## src/hw/rtl/bcgi_pkg.sv

```systemverilog
package bcgi_pkg;

    localparam int DEF_MAX_COLS    = 256;
    localparam int DEF_MAX_ROWS    = 256;
    localparam int DEF_SAMPLE_BITS = 16;

    localparam int CFG_W      = 32;
    localparam int CFG_IDX_W  = 3;
    localparam int WGT_W      = 18;
    localparam int POS_W      = 13;
    localparam int QUEUE_DEPTH = 2;

    localparam logic [CFG_IDX_W-1:0] REG_GRID_COLS  = 3'd0;
    localparam logic [CFG_IDX_W-1:0] REG_GRID_ROWS  = 3'd1;
    localparam logic [CFG_IDX_W-1:0] REG_ORIGIN_X   = 3'd2;
    localparam logic [CFG_IDX_W-1:0] REG_ORIGIN_Y   = 3'd3;
    localparam logic [CFG_IDX_W-1:0] REG_INV_STEP_X = 3'd4;
    localparam logic [CFG_IDX_W-1:0] REG_INV_STEP_Y = 3'd5;

    localparam logic CMD_WRITE = 1'b0;
    localparam logic CMD_QUERY = 1'b1;

    localparam logic signed [WGT_W-1:0] WGT_ONE = 18'sd65536;

    typedef struct packed {
        logic               cmd;
        logic [7:0]         cell_col;
        logic [7:0]         cell_row;
        logic signed [15:0] cell_value;
        logic signed [31:0] world_x;
        logic signed [31:0] world_y;
    } in_item_t;

    typedef struct packed {
        logic               value_valid;
        logic signed [23:0] value;
        logic               used_bicubic;
        logic               saturated;
    } out_item_t;

    typedef enum logic [1:0] {
        K_WRITE,
        K_MISS,
        K_QUERY
    } kind_t;

    typedef logic signed [WGT_W-1:0] wgt_t;
    typedef wgt_t [3:0] wgt4_t;

    typedef struct packed {
        kind_t              kind;
        logic               bicubic;
        logic [POS_W-1:0]   col_base;
        logic [POS_W-1:0]   row_base;
        wgt4_t              wx;
        wgt4_t              wy;
        logic               wr_en;
        logic [7:0]         wr_col;
        logic [7:0]         wr_row;
        logic signed [15:0] wr_value;
    } entry_t;

    // Catmull-Rom weights in Q1.16, rounded half up from the exact Q.49 sums
    function automatic wgt4_t cr_weights(input logic [15:0] t, input logic [31:0] t2,
                                         input logic [47:0] t3);
        logic signed [53:0] a1;
        logic signed [53:0] a2;
        logic signed [53:0] a3;
        logic signed [53:0] half;
        logic signed [53:0] s0;
        logic signed [53:0] s1;
        logic signed [53:0] s2;
        logic signed [53:0] s3;
        wgt4_t w;
        a1   = $signed({38'd0, t});
        a2   = $signed({22'd0, t2});
        a3   = $signed({6'd0, t3});
        half = 54'sd1 <<< 32;
        s0 = -a3 + (a2 <<< 17) - (a1 <<< 32) + half;
        s1 = 54'sd3 * a3 - 54'sd5 * (a2 <<< 16) + (54'sd1 <<< 49) + half;
        s2 = -(54'sd3 * a3) + (a2 <<< 18) + (a1 <<< 32) + half;
        s3 = a3 - (a2 <<< 16) + half;
        w[0] = s0[50:33];
        w[1] = s1[50:33];
        w[2] = s2[50:33];
        w[3] = s3[50:33];
        return w;
    endfunction

endpackage

```

## src/hw/rtl/bcgi_queue.sv

```systemverilog
module bcgi_queue #(
    parameter int DEPTH = bcgi_pkg::QUEUE_DEPTH
) (
    input  logic             aclk,
    input  logic             aresetn,
    input  logic             in_valid,
    output logic             in_ready,
    input  bcgi_pkg::entry_t in_data,
    output logic             out_valid,
    input  logic             out_ready,
    output bcgi_pkg::entry_t out_data
);

    localparam int PW = $clog2(DEPTH);

    bcgi_pkg::entry_t     slot_reg [DEPTH];
    logic [PW-1:0]        head_reg;
    logic [PW-1:0]        tail_reg;
    logic [PW:0]          count_reg;
    logic                 push;
    logic                 pop;

    assign in_ready  = (count_reg != (PW+1)'(DEPTH));
    assign out_valid = (count_reg != '0);
    assign out_data  = slot_reg[head_reg];
    assign push      = in_valid && in_ready;
    assign pop       = out_valid && out_ready;

    always_ff @(posedge aclk) begin
        if (!aresetn) begin
            head_reg  <= '0;
            tail_reg  <= '0;
            count_reg <= '0;
        end else begin
            if (push) begin
                slot_reg[tail_reg] <= in_data;
                tail_reg <= (tail_reg == PW'(DEPTH - 1)) ? '0 : tail_reg + 1'b1;
            end
            if (pop) begin
                head_reg <= (head_reg == PW'(DEPTH - 1)) ? '0 : head_reg + 1'b1;
            end
            if (push && !pop) begin
                count_reg <= count_reg + 1'b1;
            end else if (pop && !push) begin
                count_reg <= count_reg - 1'b1;
            end
        end
    end

endmodule

```

## config.mk

```make
export PLATFORM = sky130hd
export DESIGN_NAME = bcgi_queue
export DESIGN_NICKNAME = d
export VERILOG_FILES = /design/src/hw/rtl/bcgi_pkg.sv /design/src/hw/rtl/bcgi_queue.sv
export SDC_FILE = /design/constraint.sdc
export NUM_CORES = 1
export LEC_CHECK = 0
export BUFFER_PORTS_ARGS = -buffer_cell sky130_fd_sc_hd__buf_2
export CAP_MARGIN = 0
export CORE_UTILIZATION = 45
export CTS_CLUSTER_SIZE = 16
export DETAILED_ROUTE_END_ITERATION = 8
export GPL_ROUTABILITY_DRIVEN = 0
export PLACE_DENSITY = 0.73
export SKIP_CTS_REPAIR_TIMING = 1
export SYNTH_ARGS = -nofsm -noshare
export SYNTH_HDL_FRONTEND = slang
export SYNTH_SLANG_ARGS = --single-unit
```

## constraint.sdc

```tcl
create_clock -name aclk -period 21.6 [get_ports aclk]
set_input_delay 0 -clock aclk [delete_from_list [all_inputs] [get_ports aclk]]
set_output_delay 0 -clock aclk [all_outputs]
set_load 0.03 [all_outputs]
```

==> implementation parameters <==
Parameter                              Value

Floorplan
  Core area ... 33,900 µm²
  Overall die area ... 35,600 µm²
  Number of standard-cell rows in the floorplan ... 67
  Die outline width ... 189 µm
  Ports ... 418
  Height of the chip ... 189 µm
  Starting utilization of the core area ... 46.3%

Power
  Peak VDD IR ... 0.0000946 V
  PD cells ... 110 nW/µm²
  Final total power ... 2.38 mW
  Static leakage ... 8.33 nW

CTS
  Clock tree root buffer cell ... clkbuf_16
  Worst-case clock buffer depth ... 3
  Worst skew pair latency ... 0.53 ns
  Number of levels the H-tree was split into ... 2
  Clock tree from TritonCTS ... done
  Clock-pin slew on the worst setup and hold paths ... 0.06 ns
  Clock net sink count ... 417
  Number of buffers added by the clock tree synthesis step ... 42

Drt
  First-pass DRT Iterations ... 4
  Routed length per placed instance ... 18.6 µm
  Remaining antenna violation count ... 0
  Via Count ... 8,639
  Number of design-rule violations left by the first detailed-router iteration ... 430
  Number of vias per cell ... 4.79
  Final Routed Wirelength ... 33,600 µm
  DRC violation count after routing ... 0

Finish
  Share of the core filled with cells ... 63.9%
  Post-layout nets ... 1,535
  Area used by multi-input combinational logic ... 2990 µm²
  Max reg flops ... 412
  Area growth from synthesis to layout ... 38.0%
  Sequential cell area ... 12,500 µm²
  Layout cell share with drive strength beyond 1 ... 51.4%
  Non-filler cells, final ... 1,803
  Count of filler cells inserted in the layout ... 2,327

STA
  Number of max-slew violations in the final report ... 0
  Top achievable clock speed ... 282 MHz
  Setup repair after global routing missed its margin ... no
  Final period utilization ... 16.4%
  Final hold viol count ... 0
  Worst clock skew ... 0.0257 ns
  Total negative slack for setup checks ... 0 ns
  Headroom to the max-slew limit ... 29.5%
  Transition time of the tightest slew-check pin ... 1.06 ns
  Final setup viols ... 0
  Final min period ... 3.55 ns

Logic synthesis
  Share of cell area taken by muxes after synthesis ... 18.1%
  Synth Area in Compound Gates ... 0.192%
  Total of flip-flops plus latches after synthesis ... 417
  Post-Synth Simple-Gate Area ... 0.399%
  Post-synthesis cell type count ... 20
  Number of warning messages in the yosys log ... 0
  Adder-cell share of the synthesized area ... 0.0798%
  Most numerous cell in the Yosys netlist ... edfxtp_1
  Net count of the mapped netlist ... 879
  EDFF count, synth ... 412
  Mean Syn Cell Area ... 23.5 µm²
  Cells taking the most area after synthesis ... edfxtp_1 (79%), mux2_4 (13%), mux2_2 (4.7%)
  Share of synthesized flip-flops with an asynchronous set or reset ... 0%
  Cell area after technology mapping ... 15,700 µm²
  Combinational family with the most area after synthesis ... multiplexers
  Cell count after synthesis ... 668
  Library cell with the largest summed area after synthesis ... edfxtp_1
  Fraction of the yosys area taken by sequential cells ... 79.6%
  Xor/xnor cell area share of the yosys netlist ... 0.168%
  Top post-synthesis cells by count ... edfxtp_1 (412), mux2_4 (140), mux2_2 (66)
  Proportion of netlist area held by the largest area contributor ... 78.9%
  Most used flip-flop cell after synthesis ... edfxtp_1

Setup path
  Worst setup SP type ... flip-flop
  Critical path data required time ... 21.60 ns
  Critical-path top delay cell ... buf_4
  Arrival time at the worst endpoint ... 3.55 ns
  Kind of end point of the critical path ... output pin
  Most used cell, CP ... buf_4
  Worst path max stage delay ... 0.89 ns
  Worst r2r path cells ... 6
  Type of the worst setup path ... reg2out
  Max Fanout on Critical Path ... 59
  CP top delay family ... buffers and inverters
  CP bufs+invs ... 3
  Number of cells on the critical path ... 4
  Sequence of cells on the critical path ... buf_4 -> buf_4 -> mux2_4 -> buf_2

Global route
  Pin count of the biggest net entering global routing ... 72
  Number of global-route vias before repair ... 7,875
  Sum of overflow across all layers after global routing ... 0
  First-pass GRT wire length ... 44,300 µm
  Number of antenna violations at the first check in global routing ... 2
  Total GRT Usage ... 16.3%

Outcome
  Run status ... complete, no violations

Placed design
  Half-perimeter wire length of the detailed placement result ... 20,600 µm
  Number of port buffers ... 417
  Cell Count Post-Placement ... 1,519

Flow run
  Max-cap violations ... 0

Hold path
  Min-delay worst type ... in2reg
  Cell count of the worst hold path ... 3
==> per-stage QoR <==
step / instance area [µm²] / setup WS (ns) / hold WS (ns)
global route: 21600 / 17.88 / 0.0854
CTS: 19500 / 18.00 / -0.362
global placement: 18200 / 18.60 / 0.187
detailed placement: 18200 / 18.51 / 0.191
floorplan: 15700 / 11.47 / 0.0989
finish: 21600 / 18.05 / 0.0510
==> cell families (layout without fill, tap and decap cells) <==
family | after synthesis | in the layout
fa+ha+maj | 1 | 1
mux | 206 | 206
buf+inv | 25 | 711
simple gates | 11 | 11
compound gates | 5 | 5
xor+xnor | 3 | 3
other cells | 0 | 1
flops | 417 | 417
==> layout make-up <==
cell class,count,share of cell area [%]
Sequential cell,417,57.7
Clock buffer,51,5.21
Inverter,2,0.0347
Timing Repair Buffer,635,19.6
Tap cell,448,2.59
Antenna cell,1,0.0116
Multi-Input combinational cell,226,13.8
Clock inverter,23,1.02
==> report_power, final <==
part	switching [mW]	leakage (nW)	internal (mW)	total (mW)
Sequential	0.0254	3.82	0.962	0.988
Clock	0.286	0.653	0.418	0.704
Combinational	0.408	3.86	0.280	0.689
Total	0.719	8.33	1.66	2.38
==> worst reg2reg max path, cell delays in order (launching register included) <==
cell     delay [ns]
dfxtp_1        0.42
nor2b_1        0.11
inv_1          0.09
nand3_1        0.12
nor2_4         0.61
buf_4          0.49
buf_4          0.78
==> routing by layer <==
metal | up-vias | share of wire [%] | GRT usage [%]
met2 | 365 | 52 | 28.2
met1 | 4232 | 38 | 18.9
met5 | - | 0 | 0
li1 | 3977 | - | -
met4 | 0 | 2.7 | 5.77
met3 | 65 | 7.2 | 5.16
==> path summary, 6_finish.rpt <==
kind	start	end	slack, ns
min	in_valid	slot_reg[0][34]$_DFFE_PP_	0.05
max reg2reg	count_reg[0]$_SDFFE_PN0P_	slot_reg[0][59]$_DFFE_PP_	18.52
min reg2reg	count_reg[1]$_SDFFE_PN0P_	count_reg[1]$_SDFFE_PN0P_	0.55
max	flip-flop	out_data[151]	18.05
==> layout by cell type, fill, tap and decap left out, types with 2 or more instances in the layout <==
cell           synthesis  final
o21ai_0                2      2
clkinv_1               0      8
dlygate4sd3_1          0    209
clkinv_2               0      6
bufinv_16              0      4
clkinvlp_4             0      3
edfxtp_1             412    412
buf_4                  0      9
mux2_2                66     66
mux2_4               140    140
clkbuf_16              0     43
a21boi_1               2      2
and2_1                 3      3
inv_1                  2      2
clkbuf_1               0      6
dfxtp_1                5      4
or3_1                  2      2
clkbuf_8               0      2
xnor2_1                2      2
buf_2                  6    417
Note: power is estimated with default switching activity, not from simulation.
